===== config.mk =====
export PLATFORM = sky130hd
export DESIGN_NAME = symbol_name_mangle_decoder
export DESIGN_NICKNAME = d
export VERILOG_FILES = /design/src/hw/rtl/smd_pkg.sv /design/src/hw/rtl/smd_ctrl.sv /design/src/hw/rtl/smd_datapath.sv /design/src/hw/rtl/symbol_name_mangle_decoder.sv
export SDC_FILE = /design/constraint.sdc
export NUM_CORES = 1
export LEC_CHECK = 0
export BUFFER_PORTS_ARGS = -buffer_cell sky130_fd_sc_hd__buf_2
export CORE_ASPECT_RATIO = 0.7
export CORE_MARGIN = 2
export CORE_UTILIZATION = 32
export DETAILED_ROUTE_END_ITERATION = 16
export PLACE_DENSITY = 0.55
export SLEW_MARGIN = 20
export SYNTH_ARGS = -nofsm -noshare
export SYNTH_HDL_FRONTEND = slang
export SYNTH_SLANG_ARGS = --single-unit

===== constraint.sdc =====
create_clock -name clk -period 9.3 [get_ports clk]
set_input_delay 0.465 -clock clk [delete_from_list [all_inputs] [get_ports clk]]
set_output_delay 0.465 -clock clk [all_outputs]
set_load 0.01 [all_outputs]

===== src/hw/rtl/smd_pkg.sv =====
// ----------------------------------------------------------------------------
// smd_pkg: shared types and constants for the mangled-name decoder
// Channel payloads, controller/datapath command and status groups, the
// state encoding and the dollar-token table.
// ----------------------------------------------------------------------------
package smd_pkg;

  // Window of bytes under scan: up to seven held bytes plus the new one
  localparam int WinDepth  = 8;
  localparam int CntW      = 4;   // holds 0..WinDepth
  localparam int NumTokens = 18;
  localparam int TokMax    = 7;   // longest token text after the '$'
  localparam int HexLen    = 6;   // "$u" plus four hex digits

  localparam logic [7:0] ChDollar = "$";
  localparam logic [7:0] ChU      = "u";

  typedef logic [7:0] byte_t;

  typedef struct packed {
    byte_t in_byte;
    logic  end_of_name;
  } in_item_t;

  typedef struct packed {
    byte_t out_byte;
    logic  last;
  } out_item_t;

  typedef enum logic {
    ST_IDLE,
    ST_SCAN
  } state_t;

  // Controller to datapath
  typedef struct packed {
    logic load;   // take the input byte into the window
    logic step;   // emit one decoded byte and consume its source bytes
  } ctl_cmd_t;

  // Datapath to controller
  typedef struct packed {
    logic empty;     // window holds no bytes
    logic hold;      // head is a partial match, wait for more input
    logic drained;   // the next step consumes the whole window
    logic out_free;  // output register can take a byte this cycle
  } ctl_status_t;

  // Token text after the '$', left aligned, padded with spaces
  localparam logic [8*TokMax-1:0] TokText [NumTokens] = '{
    "tilde  ", "eq     ", "less   ", "greater", "bang   ", "hash   ",
    "percent", "up     ", "amp    ", "bar    ", "times  ", "div    ",
    "plus   ", "minus  ", "colon  ", "bslash ", "qmark  ", "at     "
  };

  // Full token length including the '$'
  localparam logic [CntW-1:0] TokLen [NumTokens] = '{
    4'd6, 4'd3, 4'd5, 4'd8, 4'd5, 4'd5,
    4'd8, 4'd3, 4'd4, 4'd4, 4'd6, 4'd4,
    4'd5, 4'd6, 4'd6, 4'd7, 4'd6, 4'd3
  };

  localparam byte_t TokChar [NumTokens] = '{
    "~", "=", "<", ">", "!", "#",
    "%", "^", "&", "|", "*", "/",
    "+", "-", ":", "\\", "?", "@"
  };

endpackage


===== src/hw/rtl/smd_ctrl.sv =====
// ----------------------------------------------------------------------------
// smd_ctrl: sequencing controller
// Accepts one byte in idle, then steps the datapath one decoded byte per
// cycle while the output register is free, until the window drains or a partial match has to wait.
// ----------------------------------------------------------------------------
module smd_ctrl
  import smd_pkg::*;
(
  input  logic        clk,
  input  logic        rst_n,
  input  logic        in_valid,
  output logic        in_stall,
  input  ctl_status_t status,
  output ctl_cmd_t    cmd
);

  state_t state_r, state_nxt;

  // state register
  always_ff @(posedge clk) begin
    if (!rst_n) begin
      state_r <= ST_IDLE;
    end else begin
      state_r <= state_nxt;
    end
  end

  // next state and commands
  always_comb begin
    state_nxt = state_r;
    cmd       = '0;
    in_stall  = 1'b1;
    unique case (state_r)
      ST_IDLE: begin
        in_stall = 1'b0;
        if (in_valid) begin
          cmd.load  = 1'b1;
          state_nxt = ST_SCAN;
        end
      end
      ST_SCAN: begin
        priority if (status.empty || status.hold) begin
          state_nxt = ST_IDLE;
        end else if (status.out_free) begin
          cmd.step = 1'b1;
          if (status.drained) state_nxt = ST_IDLE;
        end else begin
          // output register busy: wait
          state_nxt = ST_SCAN;
        end
      end
      default: state_nxt = ST_IDLE;
    endcase
  end

endmodule


===== src/hw/rtl/smd_datapath.sv =====
// ----------------------------------------------------------------------------
// smd_datapath: byte window, token matcher and output register
// The window head is classified each cycle; a step emits one byte and
// shifts the consumed bytes out of the window.
// ----------------------------------------------------------------------------
module smd_datapath
  import smd_pkg::*;
(
  input  logic        clk,
  input  logic        rst_n,
  input  in_item_t    in_data,
  input  ctl_cmd_t    cmd,
  output ctl_status_t status,
  input  logic        out_stall,
  output logic        out_valid,
  output out_item_t   out_data
);

  function automatic logic is_hex(input byte_t c);
    return (c >= "0" && c <= "9") || (c >= "a" && c <= "f") || (c >= "A" && c <= "F");
  endfunction

  function automatic logic [3:0] hex_nib(input byte_t c);
    logic [3:0] v;
    if (c >= "0" && c <= "9")      v = 4'(c - "0");
    else if (c >= "a" && c <= "f") v = 4'(c - "a" + 8'd10);
    else                           v = 4'(c - "A" + 8'd10);
    return v;
  endfunction

  logic [WinDepth-1:0][7:0] win_r, win_nxt;
  logic [CntW-1:0]          cnt_r, cnt_nxt;
  logic                     eon_r;
  logic                     out_valid_r;
  out_item_t                out_data_r;

  logic            tok_full, tok_poss, hex_match, hex_full, any_poss;
  logic            mk;
  byte_t           tok_ch, emit_byte;
  logic [CntW-1:0] tok_used, used;
  logic            hold_w, last_w, out_free;

  // token and hex-escape matcher on the window head
  always_comb begin
    tok_full = 1'b0;
    tok_poss = 1'b0;
    tok_ch   = ChDollar;
    tok_used = 4'd1;
    for (int k = 0; k < NumTokens; k++) begin
      mk = 1'b1;
      for (int j = 1; j < WinDepth; j++) begin
        if (j < int'(cnt_r) && j < int'(TokLen[k]) &&
            win_r[j] != TokText[k][8*(TokMax-j) +: 8]) begin
          mk = 1'b0;
        end
      end
      if (mk && cnt_r >= TokLen[k]) begin
        tok_full = 1'b1;
        tok_ch   = TokChar[k];
        tok_used = TokLen[k];
      end
      if (mk && cnt_r < TokLen[k]) tok_poss = 1'b1;
    end

    hex_match = (cnt_r >= 4'd2) && (win_r[1] == ChU);
    for (int j = 2; j < HexLen; j++) begin
      if (j < int'(cnt_r) && !is_hex(win_r[j])) hex_match = 1'b0;
    end
    hex_full = hex_match && (cnt_r >= 4'(HexLen));
    any_poss = tok_poss || (hex_match && !hex_full) || (cnt_r == 4'd1);
  end

  // pick what the head emits, or hold it
  always_comb begin
    hold_w    = 1'b0;
    emit_byte = ChDollar;
    used      = 4'd1;
    priority if (win_r[0] != ChDollar) begin
      emit_byte = win_r[0];
    end else if (tok_full) begin
      emit_byte = tok_ch;
      used      = tok_used;
    end else if (hex_full) begin
      emit_byte = {hex_nib(win_r[4]), hex_nib(win_r[5])};
      used      = 4'(HexLen);
    end else if (any_poss && !eon_r) begin
      hold_w = 1'b1;
    end else begin
      // dead '$' passes through as text
      emit_byte = ChDollar;
    end
  end

  assign out_free = !out_valid_r || !out_stall;
  assign last_w   = eon_r && (cnt_r == used);

  always_comb begin
    status.empty    = (cnt_r == '0);
    status.hold     = hold_w;
    status.drained  = (cnt_r == used);
    status.out_free = out_free;
  end

  // window update: append on load, shift out consumed bytes on step
  always_comb begin
    win_nxt = win_r;
    cnt_nxt = cnt_r;
    if (cmd.load) begin
      win_nxt[cnt_r[2:0]] = in_data.in_byte;
      cnt_nxt             = cnt_r + 4'd1;
    end else if (cmd.step) begin
      win_nxt = win_r >> {used, 3'b000};
      cnt_nxt = cnt_r - used;
    end
  end

  always_ff @(posedge clk) begin
    if (!rst_n) begin
      cnt_r <= '0;
    end else begin
      cnt_r <= cnt_nxt;
    end
  end

  always_ff @(posedge clk) begin
    win_r <= win_nxt;
    if (cmd.load) eon_r <= in_data.end_of_name;
  end

  // output register
  always_ff @(posedge clk) begin
    if (!rst_n) begin
      out_valid_r <= 1'b0;
    end else if (cmd.step) begin
      out_valid_r <= 1'b1;
    end else if (!out_stall) begin
      out_valid_r <= 1'b0;
    end
  end

  always_ff @(posedge clk) begin
    if (cmd.step) begin
      out_data_r.out_byte <= emit_byte;
      out_data_r.last     <= last_w;
    end
  end

  assign out_valid = out_valid_r;
  assign out_data  = out_data_r;

  // checks
  a_load_room: assert property (@(posedge clk) disable iff (!rst_n)
    cmd.load |-> (cnt_r < 4'(WinDepth)))
    else $error("byte loaded into a full window");

  a_step_ok: assert property (@(posedge clk) disable iff (!rst_n)
    cmd.step |-> (cnt_r != '0) && out_free && !hold_w)
    else $error("step on empty window, busy output or held match");

  a_last_drains: assert property (@(posedge clk) disable iff (!rst_n)
    (cmd.step && last_w) |=> (cnt_r == '0))
    else $error("bytes left in window after last transfer of a name");

  a_eon_no_hold: assert property (@(posedge clk) disable iff (!rst_n)
    (eon_r && cnt_r != '0) |-> !hold_w)
    else $error("held bytes at end of name");

endmodule


===== src/hw/rtl/symbol_name_mangle_decoder.sv =====
// ----------------------------------------------------------------------------
// symbol_name_mangle_decoder: streaming decoder for mangled operator names
//
//   channel  ports                              payload
//   input    in_valid, in_stall, in_data        in_byte, end_of_name
//   output   out_valid, out_stall, out_data     out_byte, last
//
// A byte is taken in idle, then the datapath emits one decoded byte per
// cycle while the output register is free, until the window drains or the
// head holds a partial match. Each step is a single match-and-shift on the
// eight-byte window.
// Reset (rst_n low, synchronous) empties the window and the output register.
// A stalled output freezes the scan; a new byte is taken only in idle.
// ----------------------------------------------------------------------------
module symbol_name_mangle_decoder
  import smd_pkg::*;
(
  input  logic      clk,
  input  logic      rst_n,
  input  logic      in_valid,
  output logic      in_stall,
  input  in_item_t  in_data,
  output logic      out_valid,
  input  logic      out_stall,
  output out_item_t out_data
);

  ctl_cmd_t    cmd;
  ctl_status_t status;

  smd_ctrl u_ctrl (
    .clk      (clk),
    .rst_n    (rst_n),
    .in_valid (in_valid),
    .in_stall (in_stall),
    .status   (status),
    .cmd      (cmd)
  );

  smd_datapath u_dp (
    .clk       (clk),
    .rst_n     (rst_n),
    .in_data   (in_data),
    .cmd       (cmd),
    .status    (status),
    .out_stall (out_stall),
    .out_valid (out_valid),
    .out_data  (out_data)
  );

endmodule


# Word-level counts from Yosys, hierarchy flattened
# Cells that the tools add are included.
# Widths: inputs -> output; s select.
# classes
add_sub_neg	12
n_lt_le_gt_ge	46
eq_ne	59
shifts	1
muxes	178
bitwise	1
n_reduce_logical	134
# op_table
operator	count
$ne 8x7->1 const B	54
$mux 8	21
$mux 64	2
$mux 1	124
$logic_and 1x1->1	112
$mux 4	25
$bwmux 64	1
$ge 8x7->1 const B	8
$le 8x7->1 const B	8
$shr 64x7->64	1
$ge 8x6->1 const B	4
$le 8x6->1 const B	4
$demux 8 s3	1
$sub 4x1->4 const B	6
$add 4x4->4 const B	4
$ge 4x3->1 const B	4
$lt 3x4->1 const A	4
$lt 4x3->1 const B	4
$logic_or 1x1->1	12
$eq 8x7->1 const B	1
$ge 4x2->1 const B	2
$logic_not 1->1	8
$lt 2x4->1 const A	2
$ne 8x6->1 const B	1
17 further kinds	18
# word_totals
reg_bits	80
output_inout_bits	11

# Logic depth before layout (Yosys ltp)
# Gate-level depths: netlist (run 1).
# logic_depth
ltp_word	38
depth_mapped	25
depth_no_buf	19

# By module
# Synthesis (run 1) repeated with hierarchy kept, for this count alone.
# hier_totals
hier_cells	935
hier_area_um2	7908.8
# by_module_without_submodules
mod	instances	cells_each	area_per_inst_um2	seq_area_each_um2
smd_datapath	1	928	7847.5	2322.2
smd_ctrl	1	7	61.3	20.0

# Worst setup path before layout (run 1)
# Ideal clock, no wire load.
# synth_path
kind	register -> register
from	register u_dp.cnt_r[1]
to	register u_dp.cnt_r[3]
setup_time_ns	0.086
arrival_time_ns	4.532
slack_ns	4.682
path_stages_with_launch	22
period_less_slack_ns	4.618
path_cell_list	dfxtp_1 clkbuf_1 inv_1 ha_1 and2b_1 nor2_1 o21ai_0 o32ai_2 or4_1 o311ai_4 and2_1 buf_2 inv_2 clkbuf_1 ha_1 a21o_1 a21o_1 inv_1 nor3_1 a21oi_1 nor2_1 a211oi_1
# synth_between
elab_chain_cells	37
# synth_lines
item	line_no	text
start: declaration	smd_datapath.sv:32	logic [CntW-1:0] cnt_r, cnt_nxt;
start signal: assignment	smd_datapath.sv:121	cnt_r <= cnt_nxt;
$lt 1x4->1	smd_datapath.sv:52	if (j < int'(cnt_r) && j < int'(TokLen[k]) &&
$logic_and 1x1->1	smd_datapath.sv:52	
$mux 1 (5 in series)	smd_datapath.sv:52	
$logic_and 1x1->1	smd_datapath.sv:62	if (mk && cnt_r < TokLen[k]) tok_poss = 1'b1;
$mux 1 (18 in series)	smd_datapath.sv:62	
$logic_or 1x1->1 (2 in series)	smd_datapath.sv:70	any_poss = tok_poss || (hex_match && !hex_full) || (cnt_r == 4'd1);
$logic_and 1x1->1	smd_datapath.sv:86	end else if (any_poss && !eon_r) begin
$mux 1	smd_datapath.sv:86	
$mux 1	smd_datapath.sv:83	end else if (hex_full) begin
$mux 1	smd_datapath.sv:80	end else if (tok_full) begin
$mux 1	smd_datapath.sv:78	priority if (win_r[0] != ChDollar) begin
$logic_or 1x1->1	smd_ctrl.sv:42	priority if (status.empty || status.hold) begin
$mux 1	smd_ctrl.sv:42	
$mux 1	smd_ctrl.sv:33	unique case (state_r)
$reduce_bool 2->1 (no line)	-	
# Parallel ways exist; a longest one is shown, timed or not. The select of a mux whose other input is x is not followed.
# A chain may end at the register's enable or synchronous reset.

# Final worst setup path (run 1)
# Same ends and word-level chain as after synthesis.

==> results of run 1 <==
worst max-delay path: cells and delay by family, from the launching register on:
kind                     cells  cell delay [ps]
buffers and inverters        4              960
adder cells (fa/ha/maj)      2              680
flip-flops                   1              730
AO/OA/AOI/OAI                7             2280
AND/OR/NAND/NOR              6             1380
report_power, final:
| group | total (mW) | leakage [nW] | internal (mW) | switching (mW) |
|---|---|---|---|---|
| Combinational | 0.627 | 2.23 | 0.233 | 0.394 |
| Sequential | 0.549 | 0.752 | 0.449 | 0.100 |
| Clock | 0.397 | 0.153 | 0.237 | 0.160 |
| Total | 1.57 | 3.14 | 0.919 | 0.654 |
worst paths after layout:
path	startpoint	end	slack, ps
min	in_data[0]	u_dp.eon_r	290
min reg2reg	u_dp.out_valid	u_dp.out_valid	580
max	u_dp.cnt_r[1]	u_dp.cnt_r[3]	3150
max reg2reg	u_dp.cnt_r[1]	u_dp.cnt_r[3]	3150
registers in the layout, indices dropped and copies added, names as in the netlist:
register        cells
u_ctrl.state_r      1
u_dp.cnt_r          4
u_dp.eon_r          1
u_dp.out_data       9
u_dp.out_valid      1
u_dp.win_r         64
final cells by class:
cell class	count	share of cell area [%]
clock buffers	10	2.76
clock inverters	6	1.09
inverters	25	1.22
multi-input cells	731	59.3
flip-flops and latches	80	28.2
well taps	318	4.80
repair buffers	36	2.56
logic make-up after synthesis:
logic type | share of synthesized area, %
compound gates | 27.3
xor+xnor | 0.801
fa+ha+maj | 2.88
buf+inv | 5.13
flops | 30.6
mux | 7.10
simple gates | 26.1
metrics by stage:
stage | total power [mW] | worst slack (ps) | instances | util (%)
after global routing | 1.63 | 2840 | 1206 | 35.2
after CTS | 1.55 | 3300 | 1206 | 35.2
after floorplan | 0.944 | 4680 | 902 | -
after global placement | 1.16 | 3530 | 1190 | 33.8
after detailed placement | 1.15 | 3350 | 1190 | 33.8
final | 1.57 | 3150 | 1206 | 35.2
placed cells by master, fill, tap and decap left out, types with 11 or more instances in the layout:
cell type	instances
nand2_1	81
edfxtp_1	74
a21oi_1	58
nor2_1	57
o21ai_0	48
mux2i_1	34
nor3_1	33
nand3_1	28
a21o_1	27
inv_1	23
buf_2	23
o22ai_1	19
and2_1	16
mux2_2	16
ha_1	16
a31oi_1	14
nor4_1	13
buf_4	13
or2_2	12
nor2b_1	12
nand4_1	12
nand4b_1	11
or3_1	11
a22oi_1	11
per-layer routing:
layer  track usage, %  up-vias  share of wire [%]
met5                0        -              0.030
met4             7.81        2                2.9
met3             8.35       78                 13
met2             36.6      566                 40
met1             37.2     3807                 43
li1                 -     3489                  -
==> flow_summary_export.csv, run 1 <==
group,metric,value,unit
grt,grt_antenna_before_repair,1,
yosys,synthTopCellsByCount,"81 x nand2_1, 74 x edfxtp_1, 58 x a21oi_1, 57 x nor2_1, 51 x o21ai_0",
yosys,synth_nets,932,
grt,gr-usage-all-layers,25.9,%
worst_setup_path,cp_cell_sequence,"inv_1 -> ha_1 -> and2b_1 -> nor2_1 -> o21ai_0 -> o32ai_2 -> or4_1 -> o311ai_4 -> and2_1 -> buf_4 -> inv_2 -> ha_1 -> a21o_1 -> a21o_1 -> inv_1 -> nor3_1 -> a21oi_1 -> nor2_1 -> a211oi_1",
grt,grt_max_degree,38,
clock_network,cts.sinks,80,
pwr,peakVddDrop,91.5,µV
timing,finClkSkew,7.58,ps
finish,drive_gt1_share,11.0,%
placement,port_buffers,23,
timing,fmax,163,MHz
clock_network,hold_buffers,0,
timing,final.setup.tns,0,ps
routing,viasPerCell,6.59,
clock_network,cts_setup_buffers,0,
floorplan,fp.dieW,189,µm
finish,n_antenna_cell,0,
clock_network,clockBufferDepth,2,
placement,hpwl,24900,µm
clock_network,clk_latency,350,ps
clock_network,tritoncts,"done",
run_status,outcome,"finished, final reports clean",
yosys,syn_area_per_cell,8.48,µm²
clock_network,cts_max_level,3,
yosys,async_reset_ff_share,0,%
timing,setup_violations,0,
routing,firstDrtPassIters,6,
yosys,synth_area_leaders,"edfxtp_1 29%, mux2i_1 4.4%, nand2_1 4.0%, a21oi_1 3.8%, o21ai_0 3.3%",
clock_network,clk_pin_slew,60,ps
grt,grt_pass1_wl,47900,µm
placement,placed_area,0.00797,mm²
worst_setup_path,end_kind,"flop",
finish,fill_cells,2420,
timing,hold_viol,0,
routing,ant_nets,0,
yosys,synth.top_cell.area_share,29.0,%
finish,multi_input_area,0.00492,mm²
floorplan,start_util,32.5,%
floorplan,pin_count,24,
timing,period_needed,6150,ps
finish,nets,913,
finish,design_area,0.00829,mm²
worst_setup_path,critPathLaunchType,"flop",
pwr,cellPowerDensity,190,mW/mm²
timing,rsz0062_at_grt,"no",
min_path,hold_depth,1,
worst_setup_path,max_stage_delay,860,ps
yosys,ys.flop_type,"edfxtp_1",
timing,slew_headroom,26.8,%
routing,drt-total-wl,33000,µm
floorplan,coreArea,0.0236,mm²
yosys,ys_types,92,
timing,timing.final.crit_share,66.1,%
grt,grt_pass1_vias,7223,
yosys,yosysTopAreaCell,"edfxtp_1",
yosys,yosysMostFrequentCell,"nand2_1",
pwr,p_leak,3.14,nW
worst_setup_path,crit_type,"reg -> reg",
routing,vias,7942,
worst_setup_path,worst_ep_required_time,9570,ps
finish,syn_to_final_growth,8.37,%
worst_setup_path,cp_slowest_cell,"o311ai_4",
timing,tightestPinTransition,1080,ps
routing,drc_errors,0,
yosys,synth.yosys.warnings,0,
timing,holdWs,289,ps
clock_network,post_cts_resized,0,
floorplan,die_h,133,µm
yosys,synth-seq-cells,80,
placement,place.gp.congestion,0.996,
finish,seq_area,0.00234,mm²
routing,drtIter0Drc,1184,
clock_network,cts_buffers,9,
clock_network,cts-root-buf,"clkbuf_16",
min_path,hold_path.class,"in -> reg",
yosys,yosysSeqAreaShare,30.6,%
yosys,syn_area,0.00765,mm²
worst_setup_path,reg2reg_depth,19,
yosys,syn_inst,902,
grt,grt_overflow,0,
worst_setup_path,critical_path.max_fanout,34,
routing,post_drt_wl_per_cell,27.4,µm
floorplan,dieArea,0.0252,mm²
floorplan,std_cell_rows,47,
worst_setup_path,critPathArrivalTime,6410,ps
job,drv_cap,0,
timing,slew_violations,0,
yosys,synth_edf_count,74,
No activity file was read; power rests on OpenSTA's default activity.
==> run 2, diff against run 1 <==
==> constraint.sdc (replaced) <==
create_clock -name clk -period 6.3 [get_ports clk]
set_input_delay 0.315 -clock clk [delete_from_list [all_inputs] [get_ports clk]]
set_output_delay 0.315 -clock clk [all_outputs]
set_load 0.01 [all_outputs]
==> run 2 against run 1 <==
  * Worst hold slack lost 150 ps
  * Cell area is 0.74% higher
  * Sequential power rose by 45%
  * Non-clock buffer count increased by 11
  * Largest cell class unchanged
==> flow_summary_export.csv, run 2 (synthesis results as in run 1) <==
group,metric,value,unit
run_status,outcome,"finished, final reports clean",
grt,grtUsageMet1,37.7,%
worst_setup_path,rrSetupSlack,1200,ps
timing,slew_headroom,33.0,%
worst_setup_path,max_stage_delay,730,ps
timing,fmax,196,MHz
finish,nets,924,
finish,fill_cells,2459,
worst_setup_path,crit_type,"reg -> reg",
grt,gr-usage-all-layers,26.0,%
grt,grt_max_degree,38,
min_path,hold_depth,1,
finish,regMostFlops,"u_dp.win_r",
clock_network,post_cts_resized,0,
finish,layout_commonest_cell,"nand2_1",
floorplan,start_util,32.5,%
floorplan,dieArea,0.0252,mm²
finish,syn_to_final_growth,9.17,%
finish,multi_input_area,0.00492,mm²
timing,slew_violations,0,
worst_setup_path,path_buf_inv,4,
placement,placed_area,0.00806,mm²
worst_setup_path,r2r-end,"u_dp.cnt_r[3]",
worst_setup_path,reg2reg_depth,18,
grt,grt_pass1_wl,48600,µm
clock_network,clk_pin_slew,70,ps
job,drv_cap,0,
routing,drc_errors,0,
routing,firstDrtPassIters,8,
worst_setup_path,critPathLaunchType,"flop",
worst_setup_path,cpMostUsedCell,"a21o_1",
routing,ant_nets,0,
placement,hpwl,25100,µm
worst_setup_path,critical_path.max_fanout,37,
clock_network,tritoncts,"done",
timing,final.setup.tns,0,ps
clock_network,cts_setup_buffers,0,
pwr,peakVddDrop,127,µV
finish,largest_register_ffs,64,
pwr,power,2.30,mW
placement,port_buffers,23,
clock_network,cts.sinks,80,
timing,holdWs,142,ps
min_path,holdPathEnd,"u_dp.eon_r",
routing,drt-total-wl,32800,µm
finish,n_antenna_cell,0,
clock_network,cts_buffers,9,
placement,dp_cells,1201,
grt,gr-usage-met2,36.2,%
worst_setup_path,cp_top_family,"compound AO/OA/AOI/OAI gates",
floorplan,pin_count,24,
grt,grt_antenna_before_repair,1,
routing,vias,7908,
placement,pre_cts_slack,1320,ps
clock_network,hold_buffers,0,
placement,place.gp.congestion,1.00,
worst_setup_path,reg2reg_from,"u_dp.win_r[21]",
pwr,cellPowerDensity,275,mW/mm²
floorplan,coreArea,0.0236,mm²
min_path,hp-start,"in_data[0]",
grt,grt_overflow,0,
worst_setup_path,worst_ep_required_time,6560,ps
finish,final_util,35.4,%
floorplan,std_cell_rows,47,
clock_network,cts_max_level,3,
routing,post_drt_wl_per_cell,27.0,µm
min_path,hold_path.class,"in -> reg",
finish,seq_area,0.00234,mm²
grt,top_usage_layer,"met1",
timing,finClkSkew,10.8,ps
timing,tightestPinTransition,996,ps
worst_setup_path,end_kind,"flop",
worst_setup_path,cp_cell_sequence,"nand4b_1 -> o41ai_1 -> o21ai_0 -> nor3_1 -> nor4_1 -> a41oi_1 -> buf_4 -> and2_1 -> inv_8 -> ha_1 -> inv_1 -> a21o_1 -> a21o_1 -> inv_1 -> a21o_1 -> a21oi_1 -> nor2_1 -> a211oi_1",
timing,timing.final.crit_share,81.0,%
timing,setup_slack,1200,ps
clock_network,clk_latency,350,ps
timing,setup_violations,0,
floorplan,fp.dieW,189,µm
floorplan,die_h,133,µm
grt,use_met3,8.38,%
timing,period_needed,5100,ps
pwr,p_leak,3.19,nW
finish,instances_no_fill,1217,
clock_network,cts-root-buf,"clkbuf_16",
clock_network,clockBufferDepth,2,
routing,viasPerCell,6.50,
routing,drtIter0Drc,1080,
finish,design_area,0.00835,mm²
finish,mostFrequentLayoutCells,"81 x nand2_1, 74 x edfxtp_1, 58 x a21oi_1, 57 x nor2_1, 50 x o21ai_0",
worst_setup_path,cp_slowest_cell,"nor3_1",
worst_setup_path,critPathArrivalTime,5360,ps
timing,rsz0062_at_grt,"no",
finish,drive_gt1_share,12.1,%
timing,hold_viol,0,
grt,grt_pass1_vias,7387,
-- run 2: cell type report --
type | count | share of cell area (%)
well taps | 318 | 4.76
clock inverters | 6 | 0.839
multi-input cells | 731 | 58.9
repair buffers | 47 | 3.53
flip-flops and latches | 80 | 28.0
clock buffers | 10 | 2.74
inverters | 25 | 1.21
-- run 2: worst max-delay path by stage --
stage                         startpoint       endpoint  slack [ps]  depth (start not counted)
final                     u_dp.win_r[21]  u_dp.cnt_r[3]        1200                         18
after CTS                 u_dp.win_r[23]  u_dp.cnt_r[3]        1290                         18
after detailed placement  u_dp.win_r[23]  u_dp.cnt_r[3]        1320                         18
after global placement    u_dp.win_r[23]  u_dp.cnt_r[3]        1200                         18
after global routing      u_dp.win_r[21]  u_dp.cnt_r[3]         820                         18
after floorplan            u_dp.cnt_r[1]  u_dp.cnt_r[3]        1680                         21
-- run 2: routing by layer --
metal,vias to the layer above,share of wire (%),wire (µm)
met4,0,3.1,1010
met5,-,0,0
met2,477,40,13100
li1,3516,-,-
met3,71,12,3870
met1,3844,45,14800
-- run 2: report_power, final --
part	switching (mW)	internal (mW)
Sequential	0.132	0.662
Combinational	0.606	0.355
Clock	0.232	0.309
